`src/rtl/core/sos_pkg.sv`:
```
// Shared constants, shape tables and payload types of the sprite shape slicer.
package sos_pkg;

  localparam int IN_W        = 5;
  localparam int COORD_W     = 4;
  localparam int TILE_W      = 8;
  localparam int TOTAL_W     = 9;
  localparam int SEG_LIMIT   = 64;
  localparam int SEG_CNT_W   = 7;
  localparam int NUM_SHAPES  = 12;
  localparam int SHAPE_IDX_W = 4;
  localparam int PROBE_ROWS  = 8;
  localparam int PROBE_IDX_W = 3;
  localparam int RUN_W       = 4;

  // Sprite sizes that use a hand-made layout instead of the greedy cover.
  localparam int FIX_A_W = 13;
  localparam int FIX_A_H = 8;
  localparam int FIX_B_W = 6;
  localparam int FIX_B_H = 3;
  localparam int FIX_A_CNT = 5;
  localparam int FIX_B_CNT = 4;

  typedef struct packed {
    logic [COORD_W-1:0] w;
    logic [COORD_W-1:0] h;
  } shape_t;

  typedef struct packed {
    logic [COORD_W-1:0] x;
    logic [COORD_W-1:0] y;
    logic [COORD_W-1:0] w;
    logic [COORD_W-1:0] h;
  } place_t;

  typedef struct packed {
    place_t             pos;
    logic [TILE_W-1:0]  first_tile;
  } seg_t;

  // Candidate shapes in order of preference.
  localparam shape_t SHAPES [NUM_SHAPES] = '{
    '{4'd8, 4'd8}, '{4'd8, 4'd4}, '{4'd4, 4'd8}, '{4'd4, 4'd4},
    '{4'd4, 4'd2}, '{4'd4, 4'd1}, '{4'd2, 4'd4}, '{4'd2, 4'd2},
    '{4'd2, 4'd1}, '{4'd1, 4'd4}, '{4'd1, 4'd2}, '{4'd1, 4'd1}
  };

  localparam place_t LAYOUT_A [FIX_A_CNT] = '{
    '{4'd0,  4'd0, 4'd8, 4'd4}, '{4'd0,  4'd4, 4'd8, 4'd4},
    '{4'd8,  4'd0, 4'd4, 4'd8}, '{4'd12, 4'd0, 4'd1, 4'd4},
    '{4'd12, 4'd4, 4'd1, 4'd4}
  };

  localparam place_t LAYOUT_B [FIX_B_CNT] = '{
    '{4'd0, 4'd0, 4'd4, 4'd2}, '{4'd0, 4'd2, 4'd4, 4'd1},
    '{4'd4, 4'd0, 4'd2, 4'd2}, '{4'd4, 4'd2, 4'd2, 4'd1}
  };

endpackage

```
`src/rtl/core/sos_chan_if.sv`:
```
// Valid/ready channel interfaces for the request and segment streams.
interface sos_in_if;
  logic                     valid;
  logic                     ready;
  logic [sos_pkg::IN_W-1:0] sprite_width;
  logic [sos_pkg::IN_W-1:0] sprite_height;

  modport source (output valid, sprite_width, sprite_height, input ready);
  modport sink   (input valid, sprite_width, sprite_height, output ready);
endinterface

interface sos_out_if;
  logic                        valid;
  logic                        ready;
  logic [sos_pkg::COORD_W-1:0] seg_x;
  logic [sos_pkg::COORD_W-1:0] seg_y;
  logic [sos_pkg::COORD_W-1:0] seg_w;
  logic [sos_pkg::COORD_W-1:0] seg_h;
  logic [sos_pkg::TILE_W-1:0]  first_tile;
  logic [sos_pkg::TOTAL_W-1:0] total_tiles;
  logic                        last;

  modport source (output valid, seg_x, seg_y, seg_w, seg_h, first_tile, total_tiles, last,
                  input ready);
  modport sink   (input valid, seg_x, seg_y, seg_w, seg_h, first_tile, total_tiles, last,
                  output ready);
endinterface

```
`src/rtl/core/sprite_oam_shape_slicer.sv`:
```
// Sprite shape slicer: cuts a sprite of whole tiles into hardware sprite segments.
//
// A request transaction on in_chan carries the sprite width and height in tiles.
// Sizes above MAX_SIDE are clamped to MAX_SIDE; a zero side gives no segments.
// The 13x8 and 6x3 sizes use fixed layouts of five and four segments. Any other
// size is covered greedily: cells are scanned row-major, and at each free cell
// the first of twelve shapes that fits inside the sprite and over free cells is
// placed. One out_chan transaction is sent per segment; the final one has last
// set and carries the total tile count. At most 64 segments are sent per sprite.
// Requests are taken one at a time, only while the block is idle. The used-cell
// map lives in a single-port-read memory of MAX_SIDE rows; per-row valid bits
// are cleared in the accept cycle, so there is no clearing pass after reset.
// Greedy scan: each row is read, then loaded, then scanned cell by cell; at each
// free cell up to 8 rows are probed, then a shape is picked, its rows are marked
// and the segment is placed. Fixed layouts place one segment per cycle unless
// the receiver stalls. Each segment is held back in a pending register so that
// last can be set on it; a stalled receiver stalls the scan.
// Reset clears the control state; the block then waits idle for a request.
module sprite_oam_shape_slicer #(
  parameter int MAX_SIDE = 16
) (
  input  logic             clk,
  input  logic             rst_n,
  sos_in_if.sink           in_chan,
  sos_out_if.source        out_chan
);

  localparam int AW = $clog2(MAX_SIDE);
  localparam int SW = $clog2(MAX_SIDE + 1);
  localparam int XW = SW + 1;
  localparam int CW = (SW > sos_pkg::IN_W) ? SW : sos_pkg::IN_W;

  typedef enum logic [9:0] {
    S_IDLE  = 10'b0000000001,
    S_RDROW = 10'b0000000010,
    S_LOAD  = 10'b0000000100,
    S_SCAN  = 10'b0000001000,
    S_PROBE = 10'b0000010000,
    S_PICK  = 10'b0000100000,
    S_MARK  = 10'b0001000000,
    S_PLACE = 10'b0010000000,
    S_FIX   = 10'b0100000000,
    S_FINAL = 10'b1000000000
  } state_t;

  state_t state_r, state_nxt;

  logic [SW-1:0] x_r, x_nxt, y_r, y_nxt, w_r, w_nxt, h_r, h_nxt;
  logic [MAX_SIDE-1:0] cur_row_r, cur_row_nxt;
  logic [MAX_SIDE-1:0] row_vld_r, row_vld_nxt;

  logic [sos_pkg::PROBE_IDX_W:0]   iss_r, iss_nxt;
  logic [sos_pkg::PROBE_IDX_W:0]   nrows_r, nrows_nxt;
  logic                            rdv_r, rdv_nxt;
  logic [sos_pkg::PROBE_IDX_W-1:0] ridx_r, ridx_nxt;
  logic [sos_pkg::RUN_W-1:0]       run_r   [sos_pkg::PROBE_ROWS];
  logic [sos_pkg::RUN_W-1:0]       run_nxt [sos_pkg::PROBE_ROWS];
  logic [MAX_SIDE-1:0]             rows_r   [sos_pkg::PROBE_ROWS];
  logic [MAX_SIDE-1:0]             rows_nxt [sos_pkg::PROBE_ROWS];

  logic [sos_pkg::COORD_W-1:0]     sel_w_r, sel_w_nxt, sel_h_r, sel_h_nxt;
  logic [sos_pkg::PROBE_IDX_W-1:0] mk_r, mk_nxt;

  logic [sos_pkg::TOTAL_W-1:0]   tile_r, tile_nxt;
  logic [sos_pkg::SEG_CNT_W-1:0] nseg_r, nseg_nxt;
  logic                          fix_b_r, fix_b_nxt;
  logic [2:0]                    fi_r, fi_nxt;

  logic          pend_v_r, pend_v_nxt;
  sos_pkg::seg_t pend_r, pend_nxt;

  logic                        out_valid_r, out_valid_nxt;
  sos_pkg::seg_t               out_seg_r, out_seg_nxt;
  logic [sos_pkg::TOTAL_W-1:0] out_total_r, out_total_nxt;
  logic                        out_last_r, out_last_nxt;

  // Used-cell memory, one row of cells per entry.
  logic [MAX_SIDE-1:0] used_mem [MAX_SIDE];
  logic [MAX_SIDE-1:0] mem_q_r;
  logic                q_vld_r;
  logic                rd_en, wr_en;
  logic [AW-1:0]       rd_addr, wr_addr;
  logic [MAX_SIDE-1:0] wr_data;
  logic [MAX_SIDE-1:0] rd_data;

  always_ff @(posedge clk) begin
    if (wr_en) begin
      used_mem[wr_addr] <= wr_data;
    end
    if (rd_en) begin
      mem_q_r <= used_mem[rd_addr];
      q_vld_r <= row_vld_r[rd_addr];
    end
  end

  // A row never written during this request reads as all free.
  assign rd_data = q_vld_r ? mem_q_r : '0;

  // Free run length starting at the current column in the returned row.
  logic [MAX_SIDE-1:0]       shifted;
  logic [sos_pkg::RUN_W-1:0] run_raw, run_val;
  logic [SW-1:0]             lim;
  logic                      run_stop;

  always_comb begin
    shifted  = rd_data >> x_r;
    run_raw  = '0;
    run_stop = 1'b0;
    for (int k = 0; k < sos_pkg::PROBE_ROWS; k++) begin
      if (!run_stop && !shifted[k]) begin
        run_raw = sos_pkg::RUN_W'(k + 1);
      end else begin
        run_stop = 1'b1;
      end
    end
    lim     = w_r - x_r;
    run_val = (SW'(run_raw) > lim) ? sos_pkg::RUN_W'(lim) : run_raw;
  end

  // First shape whose width fits the free run of every row it covers.
  logic [sos_pkg::SHAPE_IDX_W-1:0] pick_idx;
  logic                            fit;

  always_comb begin
    pick_idx = sos_pkg::SHAPE_IDX_W'(sos_pkg::NUM_SHAPES - 1);
    for (int i = sos_pkg::NUM_SHAPES - 1; i >= 0; i--) begin
      fit = 1'b1;
      for (int dy = 0; dy < sos_pkg::PROBE_ROWS; dy++) begin
        if ((sos_pkg::COORD_W'(dy) < sos_pkg::SHAPES[i].h) &&
            (run_r[dy] < sos_pkg::SHAPES[i].w)) begin
          fit = 1'b0;
        end
      end
      if (fit) begin
        pick_idx = sos_pkg::SHAPE_IDX_W'(i);
      end
    end
  end

  // Cell mask of the selected shape on its rows.
  logic [MAX_SIDE-1:0] mk_mask;
  logic [XW-1:0]       mask_end;

  always_comb begin
    mask_end = {1'b0, x_r} + XW'(sel_w_r);
    for (int j = 0; j < MAX_SIDE; j++) begin
      mk_mask[j] = (XW'(j) >= {1'b0, x_r}) && (XW'(j) < mask_end);
    end
  end

  logic [sos_pkg::COORD_W-1:0] step;
  logic [XW-1:0]               adv_x;
  logic                        row_end, last_row;
  logic                        slot_free;
  logic [SW-1:0]               rows_left;
  logic [CW-1:0]               w_in, h_in, ws_c, hs_c;
  sos_pkg::place_t             fix_ent;
  logic                        fix_end;
  logic [sos_pkg::TOTAL_W-1:0] sel_area, fix_area;

  always_comb begin
    step      = (state_r == S_PLACE) ? sel_w_r : sos_pkg::COORD_W'(1);
    adv_x     = {1'b0, x_r} + XW'(step);
    row_end   = adv_x >= {1'b0, w_r};
    last_row  = (y_r + SW'(1)) == h_r;
    slot_free = !out_valid_r || out_chan.ready;
    rows_left = h_r - y_r;

    w_in = CW'(in_chan.sprite_width);
    h_in = CW'(in_chan.sprite_height);
    ws_c = (w_in > CW'(MAX_SIDE)) ? CW'(MAX_SIDE) : w_in;
    hs_c = (h_in > CW'(MAX_SIDE)) ? CW'(MAX_SIDE) : h_in;

    fix_ent = fix_b_r ? sos_pkg::LAYOUT_B[fi_r[1:0]] : sos_pkg::LAYOUT_A[fi_r];
    fix_end = fix_b_r ? (fi_r == 3'(sos_pkg::FIX_B_CNT - 1))
                      : (fi_r == 3'(sos_pkg::FIX_A_CNT - 1));
    fix_area = {5'd0, fix_ent.w} * {5'd0, fix_ent.h};
    sel_area = {5'd0, sel_w_r} * {5'd0, sel_h_r};
  end

  always_comb begin
    state_nxt     = state_r;
    x_nxt         = x_r;
    y_nxt         = y_r;
    w_nxt         = w_r;
    h_nxt         = h_r;
    cur_row_nxt   = cur_row_r;
    row_vld_nxt   = row_vld_r;
    iss_nxt       = iss_r;
    nrows_nxt     = nrows_r;
    rdv_nxt       = 1'b0;
    ridx_nxt      = ridx_r;
    run_nxt       = run_r;
    rows_nxt      = rows_r;
    sel_w_nxt     = sel_w_r;
    sel_h_nxt     = sel_h_r;
    mk_nxt        = mk_r;
    tile_nxt      = tile_r;
    nseg_nxt      = nseg_r;
    fix_b_nxt     = fix_b_r;
    fi_nxt        = fi_r;
    pend_v_nxt    = pend_v_r;
    pend_nxt      = pend_r;
    out_valid_nxt = out_valid_r && !out_chan.ready;
    out_seg_nxt   = out_seg_r;
    out_total_nxt = out_total_r;
    out_last_nxt  = out_last_r;
    rd_en         = 1'b0;
    rd_addr       = y_r[AW-1:0];
    wr_en         = 1'b0;
    wr_addr       = AW'(y_r + SW'(mk_r));
    wr_data       = rows_r[mk_r] | mk_mask;

    unique case (state_r)
      S_IDLE: begin
        if (in_chan.valid) begin
          w_nxt      = SW'(ws_c);
          h_nxt      = SW'(hs_c);
          x_nxt      = '0;
          y_nxt      = '0;
          tile_nxt   = '0;
          nseg_nxt   = '0;
          fi_nxt     = '0;
          pend_v_nxt = 1'b0;
          if (ws_c == '0 || hs_c == '0) begin
            state_nxt = S_IDLE;
          end else if (ws_c == CW'(sos_pkg::FIX_A_W) && hs_c == CW'(sos_pkg::FIX_A_H)) begin
            fix_b_nxt = 1'b0;
            state_nxt = S_FIX;
          end else if (ws_c == CW'(sos_pkg::FIX_B_W) && hs_c == CW'(sos_pkg::FIX_B_H)) begin
            fix_b_nxt = 1'b1;
            state_nxt = S_FIX;
          end else begin
            row_vld_nxt = '0;
            state_nxt   = S_RDROW;
          end
        end
      end

      S_RDROW: begin
        rd_en     = 1'b1;
        state_nxt = S_LOAD;
      end

      S_LOAD: begin
        cur_row_nxt = rd_data;
        state_nxt   = S_SCAN;
      end

      S_SCAN: begin
        if (cur_row_r[x_r[AW-1:0]]) begin
          // Cell already covered: move on.
          if (!row_end) begin
            x_nxt = SW'(adv_x);
          end else if (last_row) begin
            state_nxt = S_FINAL;
          end else begin
            x_nxt     = '0;
            y_nxt     = y_r + SW'(1);
            state_nxt = S_RDROW;
          end
        end else begin
          iss_nxt   = '0;
          nrows_nxt = (rows_left > SW'(sos_pkg::PROBE_ROWS)) ?
                      (sos_pkg::PROBE_IDX_W + 1)'(sos_pkg::PROBE_ROWS) :
                      (sos_pkg::PROBE_IDX_W + 1)'(rows_left);
          for (int k = 0; k < sos_pkg::PROBE_ROWS; k++) begin
            run_nxt[k] = '0;
          end
          state_nxt = S_PROBE;
        end
      end

      S_PROBE: begin
        // One row read issued per cycle; each return is folded in on the next cycle.
        if (iss_r != nrows_r) begin
          rd_en    = 1'b1;
          rd_addr  = AW'(y_r + SW'(iss_r));
          iss_nxt  = iss_r + 1'b1;
          rdv_nxt  = 1'b1;
          ridx_nxt = iss_r[sos_pkg::PROBE_IDX_W-1:0];
        end
        if (rdv_r) begin
          run_nxt[ridx_r]  = run_val;
          rows_nxt[ridx_r] = rd_data;
          if (iss_r == nrows_r) begin
            state_nxt = S_PICK;
          end
        end
      end

      S_PICK: begin
        sel_w_nxt = sos_pkg::SHAPES[pick_idx].w;
        sel_h_nxt = sos_pkg::SHAPES[pick_idx].h;
        mk_nxt    = '0;
        state_nxt = S_MARK;
      end

      S_MARK: begin
        wr_en = 1'b1;
        row_vld_nxt[wr_addr] = 1'b1;
        cur_row_nxt = cur_row_r | mk_mask;
        if ({1'b0, mk_r} == sel_h_r - 1'b1) begin
          state_nxt = S_PLACE;
        end else begin
          mk_nxt = mk_r + 1'b1;
        end
      end

      S_PLACE: begin
        if (!pend_v_r || slot_free) begin
          if (pend_v_r) begin
            out_valid_nxt = 1'b1;
            out_seg_nxt   = pend_r;
            out_total_nxt = '0;
            out_last_nxt  = 1'b0;
          end
          pend_v_nxt          = 1'b1;
          pend_nxt.pos.x      = x_r[sos_pkg::COORD_W-1:0];
          pend_nxt.pos.y      = y_r[sos_pkg::COORD_W-1:0];
          pend_nxt.pos.w      = sel_w_r;
          pend_nxt.pos.h      = sel_h_r;
          pend_nxt.first_tile = tile_r[sos_pkg::TILE_W-1:0];
          tile_nxt            = tile_r + sel_area;
          nseg_nxt            = nseg_r + 1'b1;
          if (nseg_r == sos_pkg::SEG_CNT_W'(sos_pkg::SEG_LIMIT - 1)) begin
            state_nxt = S_FINAL;
          end else if (!row_end) begin
            x_nxt     = SW'(adv_x);
            state_nxt = S_SCAN;
          end else if (last_row) begin
            state_nxt = S_FINAL;
          end else begin
            x_nxt     = '0;
            y_nxt     = y_r + SW'(1);
            state_nxt = S_RDROW;
          end
        end
      end

      S_FIX: begin
        if (!pend_v_r || slot_free) begin
          if (pend_v_r) begin
            out_valid_nxt = 1'b1;
            out_seg_nxt   = pend_r;
            out_total_nxt = '0;
            out_last_nxt  = 1'b0;
          end
          pend_v_nxt          = 1'b1;
          pend_nxt.pos        = fix_ent;
          pend_nxt.first_tile = tile_r[sos_pkg::TILE_W-1:0];
          tile_nxt            = tile_r + fix_area;
          fi_nxt              = fi_r + 1'b1;
          if (fix_end) begin
            state_nxt = S_FINAL;
          end
        end
      end

      S_FINAL: begin
        // The held segment is the last one; it carries the running total.
        if (slot_free) begin
          out_valid_nxt = pend_v_r;
          out_seg_nxt   = pend_r;
          out_total_nxt = tile_r;
          out_last_nxt  = 1'b1;
          pend_v_nxt    = 1'b0;
          state_nxt     = S_IDLE;
        end
      end

      default: begin
        state_nxt = S_IDLE;
      end
    endcase
  end

  always_ff @(posedge clk) begin
    if (!rst_n) begin
      state_r     <= S_IDLE;
      out_valid_r <= 1'b0;
      pend_v_r    <= 1'b0;
      rdv_r       <= 1'b0;
      row_vld_r   <= '0;
    end else begin
      state_r     <= state_nxt;
      out_valid_r <= out_valid_nxt;
      pend_v_r    <= pend_v_nxt;
      rdv_r       <= rdv_nxt;
      row_vld_r   <= row_vld_nxt;
    end
  end

  always_ff @(posedge clk) begin
    x_r         <= x_nxt;
    y_r         <= y_nxt;
    w_r         <= w_nxt;
    h_r         <= h_nxt;
    cur_row_r   <= cur_row_nxt;
    iss_r       <= iss_nxt;
    nrows_r     <= nrows_nxt;
    ridx_r      <= ridx_nxt;
    run_r       <= run_nxt;
    rows_r      <= rows_nxt;
    sel_w_r     <= sel_w_nxt;
    sel_h_r     <= sel_h_nxt;
    mk_r        <= mk_nxt;
    tile_r      <= tile_nxt;
    nseg_r      <= nseg_nxt;
    fix_b_r     <= fix_b_nxt;
    fi_r        <= fi_nxt;
    pend_r      <= pend_nxt;
    out_seg_r   <= out_seg_nxt;
    out_total_r <= out_total_nxt;
    out_last_r  <= out_last_nxt;
  end

  assign in_chan.ready        = (state_r == S_IDLE);
  assign out_chan.valid       = out_valid_r;
  assign out_chan.seg_x       = out_seg_r.pos.x;
  assign out_chan.seg_y       = out_seg_r.pos.y;
  assign out_chan.seg_w       = out_seg_r.pos.w;
  assign out_chan.seg_h       = out_seg_r.pos.h;
  assign out_chan.first_tile  = out_seg_r.first_tile;
  assign out_chan.total_tiles = out_total_r;
  assign out_chan.last        = out_last_r;

endmodule
```
`src/flat_wrapper.sv`:
```
// flat-port wrapper written by rule: the top's interface ports become plain ports
module sprite_oam_shape_slicer_flat 
#(
  parameter int MAX_SIDE = 16
)
  (clk, rst_n, in_chan_valid, in_chan_sprite_width, in_chan_sprite_height, in_chan_ready, out_chan_valid, out_chan_seg_x, out_chan_seg_y, out_chan_seg_w, out_chan_seg_h, out_chan_first_tile, out_chan_total_tiles, out_chan_last, out_chan_ready);
  sos_in_if in_chan_i ();
  sos_out_if out_chan_i ();
  input  logic clk;
  input  logic rst_n;
  input wire logic [$bits(in_chan_i.valid)-1:0] in_chan_valid;
  input wire logic [$bits(in_chan_i.sprite_width)-1:0] in_chan_sprite_width;
  input wire logic [$bits(in_chan_i.sprite_height)-1:0] in_chan_sprite_height;
  output wire logic [$bits(in_chan_i.ready)-1:0] in_chan_ready;
  output wire logic [$bits(out_chan_i.valid)-1:0] out_chan_valid;
  output wire logic [$bits(out_chan_i.seg_x)-1:0] out_chan_seg_x;
  output wire logic [$bits(out_chan_i.seg_y)-1:0] out_chan_seg_y;
  output wire logic [$bits(out_chan_i.seg_w)-1:0] out_chan_seg_w;
  output wire logic [$bits(out_chan_i.seg_h)-1:0] out_chan_seg_h;
  output wire logic [$bits(out_chan_i.first_tile)-1:0] out_chan_first_tile;
  output wire logic [$bits(out_chan_i.total_tiles)-1:0] out_chan_total_tiles;
  output wire logic [$bits(out_chan_i.last)-1:0] out_chan_last;
  input wire logic [$bits(out_chan_i.ready)-1:0] out_chan_ready;
  assign in_chan_i.valid = in_chan_valid;
  assign in_chan_i.sprite_width = in_chan_sprite_width;
  assign in_chan_i.sprite_height = in_chan_sprite_height;
  assign in_chan_ready = in_chan_i.ready;
  assign out_chan_valid = out_chan_i.valid;
  assign out_chan_seg_x = out_chan_i.seg_x;
  assign out_chan_seg_y = out_chan_i.seg_y;
  assign out_chan_seg_w = out_chan_i.seg_w;
  assign out_chan_seg_h = out_chan_i.seg_h;
  assign out_chan_first_tile = out_chan_i.first_tile;
  assign out_chan_total_tiles = out_chan_i.total_tiles;
  assign out_chan_last = out_chan_i.last;
  assign out_chan_i.ready = out_chan_ready;
  sprite_oam_shape_slicer #(.MAX_SIDE(MAX_SIDE)) u_core (.clk(clk), .rst_n(rst_n), .in_chan(in_chan_i), .out_chan(out_chan_i));
endmodule
```
`config.mk`:
```
export PLATFORM = sky130hd
export DESIGN_NAME = sprite_oam_shape_slicer_flat
export DESIGN_NICKNAME = d
export VERILOG_FILES = /design/src/rtl/core/sos_pkg.sv /design/src/rtl/core/sos_chan_if.sv /design/src/rtl/core/sprite_oam_shape_slicer.sv /design/src/flat_wrapper.sv
export SDC_FILE = /design/constraint.sdc
export NUM_CORES = 1
export LEC_CHECK = 0
export ABC_AREA = 1
export BUFFER_PORTS_ARGS = -buffer_cell sky130_fd_sc_hd__buf_2
export CAP_MARGIN = 20
export CORE_ASPECT_RATIO = 0.8
export CORE_UTILIZATION = 55
export DETAILED_ROUTE_END_ITERATION = 12
export GPL_ROUTABILITY_DRIVEN = 0
export GPL_TIMING_DRIVEN = 0
export PLACE_DENSITY_LB_ADDON = 0.05
export SLEW_MARGIN = 20
export SYNTH_ARGS = -nofsm -noshare
export SYNTH_HDL_FRONTEND = slang
export SYNTH_SLANG_ARGS = --single-unit
```
`constraint.sdc`:
```
create_clock -name clk -period 6 [get_ports clk]
set_input_delay 0 -clock clk [delete_from_list [all_inputs] [get_ports clk]]
set_output_delay 0 -clock clk [all_outputs]
set_load 0.005 [all_outputs]
```
==> results of run 1 <==
kinds of logic (layout without fill, tap and decap cells):
family          Yosys count  in the layout  synth area share, %
other cells               1              1               0.0133
xor+xnor                 34             34                 1.08
flops                   590            590                 61.7
simple gates            939            939                 14.1
compound gates          538            538                 11.3
buf+inv                 470            683                 6.49
fa+ha+maj               106            106                 5.33
state kept, by name, indices dropped and copies added, names as in the netlist, 9 cells and up:
name / cells
u_core.state_r: 10
u_core.run_r: 24
u_core.used_mem: 256
u_core.out_chan.total_tiles: 9
u_core.pend_r: 24
u_core.cur_row_r: 16
u_core.rows_r: 128
u_core.row_vld_r: 16
u_core.mem_q_r: 16
u_core.tile_r: 9
stage by stage:
stage	worst slack, ns	area, sq um	hold WS (ns)	power (mW)
floorplan	1.48	28300	0.0841	9.00
global placement	0.0744	29400	0.295	10.8
detailed placement	0.948	29900	0.305	11.0
CTS	0.862	31900	0.229	14.6
global route	0.214	31900	0.250	15.5
finish	0.711	31900	0.239	14.7
final cells by class:
| class | instances | area (sq um) | area share [%] |
|---|---|---|---|
| flip-flops and latches | 590 | 17400 | 54.6 |
| plain buffers | 109 | 480 | 1.51 |
| multi-input cells | 1618 | 9150 | 28.7 |
| well taps | 675 | 845 | 2.65 |
| inverters | 361 | 1360 | 4.25 |
| repair buffers | 111 | 821 | 2.57 |
| clock inverters | 35 | 403 | 1.26 |
| clock buffers | 67 | 1430 | 4.49 |
power groups by stage:
stage | registers, mW | logic [mW] | clock network (mW)
after floorplan | 5.32 | 3.68 | 0
after global placement | 5.41 | 5.36 | 0
after detailed placement | 5.41 | 5.57 | 0
after CTS | 5.32 | 5.63 | 3.62
after global routing | 5.35 | 6.35 | 3.78
final | 5.33 | 5.79 | 3.58
worst min path at each step:
stage | slack [ns] | end | start
global route | 0.25 | u_core.h_r[4] | in_chan_sprite_height[4]
global placement | 0.30 | u_core.state_r[0] | rst_n
detailed placement | 0.30 | u_core.state_r[0] | rst_n
CTS | 0.23 | u_core.state_r[9] | out_chan_ready
floorplan | 0.08 | u_core.state_r[0] | rst_n
finish | 0.24 | u_core.h_r[4] | in_chan_sprite_height[4]
worst max-delay path, stage by stage, from the launching register on:
cell and delay (ns):
dfxtp_1 0.31, inv_1 0.06, nand2_1 0.09, inv_1 0.08, nand2_1 0.16, nor3_1 0.61
inv_1 0.44, clkbuf_1 0.45, nor2_1 0.24, ha_1 0.31, xnor2_1 0.27, ha_1 0.27
a21boi_0 0.12, o21ai_0 0.16, nand2_1 0.06, a21boi_0 0.30, nand3_1 0.15, nand2_1 0.23
inv_1 0.15, nand2_1 0.08, nand3_1 0.06, dlygate4sd3_1 0.56
synth_stat cells, types with 9 or more instances:
cell,n
edfxtp_1,561
nand2_1,403
inv_1,352
nor2_1,247
o21ai_0,209
nand3_1,200
a21oi_1,111
ha_1,82
o211ai_1,76
clkbuf_1,61
nor3_1,38
o21bai_1,33
dfxtp_1,29
buf_2,26
fa_1,24
o21ai_1,24
xor2_1,23
a31oi_1,17
nand4_1,15
a221oi_1,14
clkbuf_2,10
o22ai_1,10
xnor2_1,10
or2_2,9
per-layer routing:
metal | global-route usage (%) | part of all wire (%)
met1 | 43.6 | 43
met2 | 43.9 | 43
met3 | 7.08 | 11
met4 | 10.2 | 3.1
met5 | 0 | 0
what timing repair did:
| item | 4_1_cts | 5_1_grt |
|---|---|---|
| hold buffers | 18 | 0 |
| gates resized for setup | 0 | 0 |
| hold endpoints to repair | 31 | 0 |
==> results.sh, run 1 <==
export IMPL_outcome="finished clean"
export IMPL_drc_errors=0
export IMPL_portBuffers=49
export IMPL_dp_cells=3446
export IMPL_hold_viol=0
export IMPL_fillCellCount=4039
export IMPL_hpwl_um=56500
export IMPL_cap_violations=0
export IMPL_clock_latency_ns=0.64
export IMPL_post_route_period_util_pct=88.2
export IMPL_ant_nets=0
export IMPL_slew_headroom_pct=31.0
export IMPL_syn_nets=2798
export IMPL_r2r_end="u_core.state_r[0]"
export IMPL_switching_share_pct=40.5
export IMPL_coreArea_sq_um=50200
export IMPL_irDropWorstVdd_mv=0.247
export IMPL_fin_setup_tns_ns=0
export IMPL_reg2reg_depth=21
export IMPL_power_per_cell_area_nw_per_um2=460
export IMPL_grt_use_total_pct=29.9
export IMPL_worstSetupPathType="reg -> reg"
export IMPL_max_freq_mhz=189
export IMPL_syn_to_final_growth_pct=12.9
export IMPL_num_io_pins=50
export IMPL_r2r_start="u_core.state_r[2]"
export IMPL_holdPathStages=3
export IMPL_rsz0062_at_grt="no"
export IMPL_vias=21100
export IMPL_htreeDepth=2
export IMPL_cts_tree="yes"
export IMPL_ys_async_sr_fraction_pct=0
export IMPL_start_util_pct=56.3
export IMPL_drt_iter0_drc=2751
export IMPL_setup_viol=0
export IMPL_syn_avg_cell_area_sq_um=10.6
export IMPL_skew_ns=0.0514
export IMPL_clock_sinks=590
export IMPL_final_common_cell="edfxtp_1"
export IMPL_p_comb_share_pct=39.4
export IMPL_cp_required_ns=6.52
export IMPL_final_util_pct=63.5
export IMPL_antenna_cells=0
export IMPL_crit_arrival_ns=5.81
export IMPL_pwr_share_seq_pct=36.3
export IMPL_grt_ovfl_total=0
export IMPL_period_needed_ns=5.29
export IMPL_die_w_um=255
export IMPL_synth_edf_count=561
export IMPL_final_max_slew_violation_count=0
export IMPL_crit_path_max_fanout=10
export IMPL_drive_above_1_share_pct=9.48
export IMPL_drt_pass1_iter_count=7
export IMPL_drt_total_wl_um=78000
export IMPL_p_int_mw=8.75
export IMPL_hold_class="in -> reg"
export IMPL_cts_path_max_buffers=3
export IMPL_postCtsSetupBuffers=0
export IMPL_layout_common_cells="edfxtp_1 (561), nand2_1 (403), inv_1 (352)"
export IMPL_nets=2966
export IMPL_p_sw_mw=5.94
export IMPL_clk_pin_slew_ns=0.07
export IMPL_synth_distinct_cells=53
export IMPL_synth_top_cell_area_share_pct=59.6
export IMPL_root_buffer="clkbuf_16"
export IMPL_critical_path_startpoint_type="register"
export IMPL_grt_pass1_vias=20100
export IMPL_synth_area_sq_um=28300
export IMPL_wl_per_cell_um=21.9
export IMPL_antenna_found_initial=0
export IMPL_crit_path_end_kind="register"
export IMPL_leakage_nw=12.6
export IMPL_seq_area_frac_synth_pct=61.7
export IMPL_yosys_area_top_type="edfxtp_1"
export IMPL_viasPerCell=5.92
export IMPL_worst_pin_slew_ns=1.03
export IMPL_grt_pass1_wl_um=118000
export IMPL_ys_ff_latch=590
export IMPL_die_h_um=205
export IMPL_yosysWarningCount=0
export IMPL_cts_buffers=55
export IMPL_yosys_top_cells_area="edfxtp_1 (60%), nand2_1 (5.4%), inv_1 (4.7%)"
export IMPL_synthFlopType="edfxtp_1"
export IMPL_p_clk_share_pct=24.4
export IMPL_grt_max_degree=25
export IMPL_syn_inst=2678
export IMPL_die_area_sq_um=52300
export IMPL_cp_startpoint="u_core.state_r[2]"
export IMPL_layout_cells_non_filler=3566
export IMPL_crit_path_end="u_core.state_r[0]"
export IMPL_rows=73
export IMPL_ff2ff_setup_slack_ns=0.71
Note: power is estimated with default switching activity, not from simulation.
==> run 2, diff against run 1 <==
Settings changed: CORE_ASPECT_RATIO 0.8 to 1.2.
==> run 2 against run 1 <==
- sequential share of layout area increased by 0.15 points
- via count decreased by 1.0%
- die area about the same
- critical path depth increased by 2
- register-to-register slack improved by 0.19 ns
- hold slack got worse by 0.0018 ns
- power decreased by 1.8%
- first-iteration DRC count decreased by 23%
- clock-buffer cell count increased by 9
- sequential power about the same
- clock power decreased by 3%
- critical path type unchanged
- critical endpoint unchanged
==> results.sh, run 2 (synthesized netlist as in run 1, its figures left out) <==
export IMPL_outcome="finished clean"
export IMPL_hold_slack_ns=0.237
export IMPL_worst_pin_slew_ns=0.931
export IMPL_critical_path_startpoint_type="register"
export IMPL_holdPathStages=3
export IMPL_whs_endpoint="u_core.h_r[4]"
export IMPL_cts_path_max_buffers=3
export IMPL_syn_to_final_growth_pct=12.6
export IMPL_hold_class="in -> reg"
export IMPL_rsz0062_at_grt="no"
export IMPL_wl_per_cell_um=21.7
export IMPL_placed_area_sq_um=29900
export IMPL_ctsHoldBuffers=16
export IMPL_grt_pass1_vias=20400
export IMPL_post_route_period_util_pct=85.1
export IMPL_hp_start="in_chan_sprite_height[4]"
export IMPL_start_util_pct=55.9
export IMPL_crit_path_max_fanout=8
export IMPL_drt_pass1_iter_count=7
export IMPL_period_needed_ns=5.10
export IMPL_hold_viol=0
export IMPL_largest_reg_flops=256
export IMPL_place_worst_setup_slack_ns=1.07
export IMPL_cts_tree="yes"
export IMPL_viasPerCell=5.91
export IMPL_reg2reg_depth=23
export IMPL_fin_setup_tns_ns=0
export IMPL_setup_viol=0
export IMPL_crit_arrival_ns=5.63
export IMPL_num_io_pins=50
export IMPL_cp_required_ns=6.52
export IMPL_cts_resized=0
export IMPL_cap_violations=0
export IMPL_hpwl_um=55800
export IMPL_layout_common_cells="edfxtp_1 (561), nand2_1 (403), inv_1 (352)"
export IMPL_htreeDepth=2
export IMPL_die_area_sq_um=52300
export IMPL_drive_above_1_share_pct=9.10
export IMPL_leakage_nw=12.6
export IMPL_ff2ff_setup_slack_ns=0.90
export IMPL_final_common_cell="edfxtp_1"
export IMPL_rows=90
export IMPL_antenna_found_initial=0
export IMPL_layout_cells_non_filler=3535
export IMPL_irDropWorstVdd_mv=0.268
export IMPL_clock_sinks=590
export IMPL_drt_iter0_drc=2117
export IMPL_clock_latency_ns=0.65
export IMPL_nets=2967
export IMPL_cts_buffers=58
export IMPL_grt_pass1_wl_um=117000
export IMPL_grt_ovfl_total=0
export IMPL_die_h_um=250
export IMPL_antenna_cells=0
export IMPL_design_area_sq_um=31800
export IMPL_max_freq_mhz=196
export IMPL_clk_pin_slew_ns=0.06
export IMPL_r2r_start="u_core.state_r[3]"
export IMPL_r2r_end="u_core.state_r[0]"
export IMPL_portBuffers=49
export IMPL_drt_total_wl_um=76700
export IMPL_skew_ns=0.0355
export IMPL_vias=20900
export IMPL_final_max_slew_violation_count=0
export IMPL_top_regs="u_core.used_mem: 256 flops, u_core.rows_r: 128 flops"
export IMPL_drc_errors=0
export IMPL_grt_max_degree=25
export IMPL_fin_ws_ns=0.896
export IMPL_slew_headroom_pct=37.4
export IMPL_grt_use_total_pct=29.7
export IMPL_largest_register="u_core.used_mem"
export IMPL_power_per_cell_area_nw_per_um2=454
export IMPL_worstSetupPathType="reg -> reg"
export IMPL_postCtsSetupBuffers=0
export IMPL_dp_cells=3415
export IMPL_coreArea_sq_um=50600
export IMPL_root_buffer="clkbuf_16"
export IMPL_ant_nets=0
export IMPL_die_w_um=209
export IMPL_crit_path_end_kind="register"
[run 2: how the worst max path moves through the flow]
stage	from	end	slack (ns)
2_1_floorplan	u_core.fi_r[0]	u_core.tile_r[8]	1.48
3_3_place_gp	u_core.state_r[3]	u_core.out_chan.seg_y[2]	0.16
3_5_place_dp	u_core.fi_r[0]	u_core.tile_r[8]	1.07
4_1_cts	u_core.state_r[3]	u_core.state_r[0]	0.93
5_1_grt	u_core.fi_r[0]	u_core.tile_r[8]	0.58
6_report	u_core.state_r[3]	u_core.state_r[0]	0.90
[run 2: layout make-up]
type                       instances  area (sq um)
tap                              644           806
fill                            4018         18700
multi-input combinational       1618          9150
clock inverter                    28           239
buffer                           109           480
inverter                         361          1360
clock buffer                      76          1540
sequential                       590         17400
timing repair buffer             109           826
[run 2: through the flow]
step | util [%] | total power [mW]
floorplan | - | 9.00
global placement | 58.0 | 10.7
global route | 62.9 | 15.2
finish | 62.9 | 14.4
CTS | 62.9 | 14.4
detailed placement | 59.1 | 10.9
[run 2: critical path: stages (launching register included)]
cell and delay [ns]:
dfxtp_1 0.31, inv_1 0.07, nand2_1 0.10, inv_1 0.09, nand2_1 0.15, nor3_1 0.54, inv_1 0.35, or2_2 0.38
ha_1 0.21, inv_1 0.07, fa_1 0.41, inv_1 0.10, ha_1 0.24, o21ai_0 0.08, a21boi_0 0.10, o21ai_0 0.18
nand2_1 0.09, a21boi_0 0.24, nand3_1 0.16, nand2_1 0.23, inv_1 0.15, nand2_1 0.09, nand3_1 0.07, dlygate4sd3_1 0.57
[run 2: layer usage]
layer  up-vias  track usage [%]  wire length (um)  share of wire, %
met4         2             13.1              3400               4.4
met2       959             49.7             36900                48
met1     10100             38.6             30800                40
li1       9654                -                 -                 -
met3       181             4.12              5600               7.3
met5         -            0.466                36             0.047
[run 2: power by group]
part	total, mW	internal, mW	leakage [nW]	switching, mW
sequential	5.32	5.14	5.28	0.176
clock	3.46	1.93	0.863	1.53
combinational	5.66	1.58	6.43	4.08
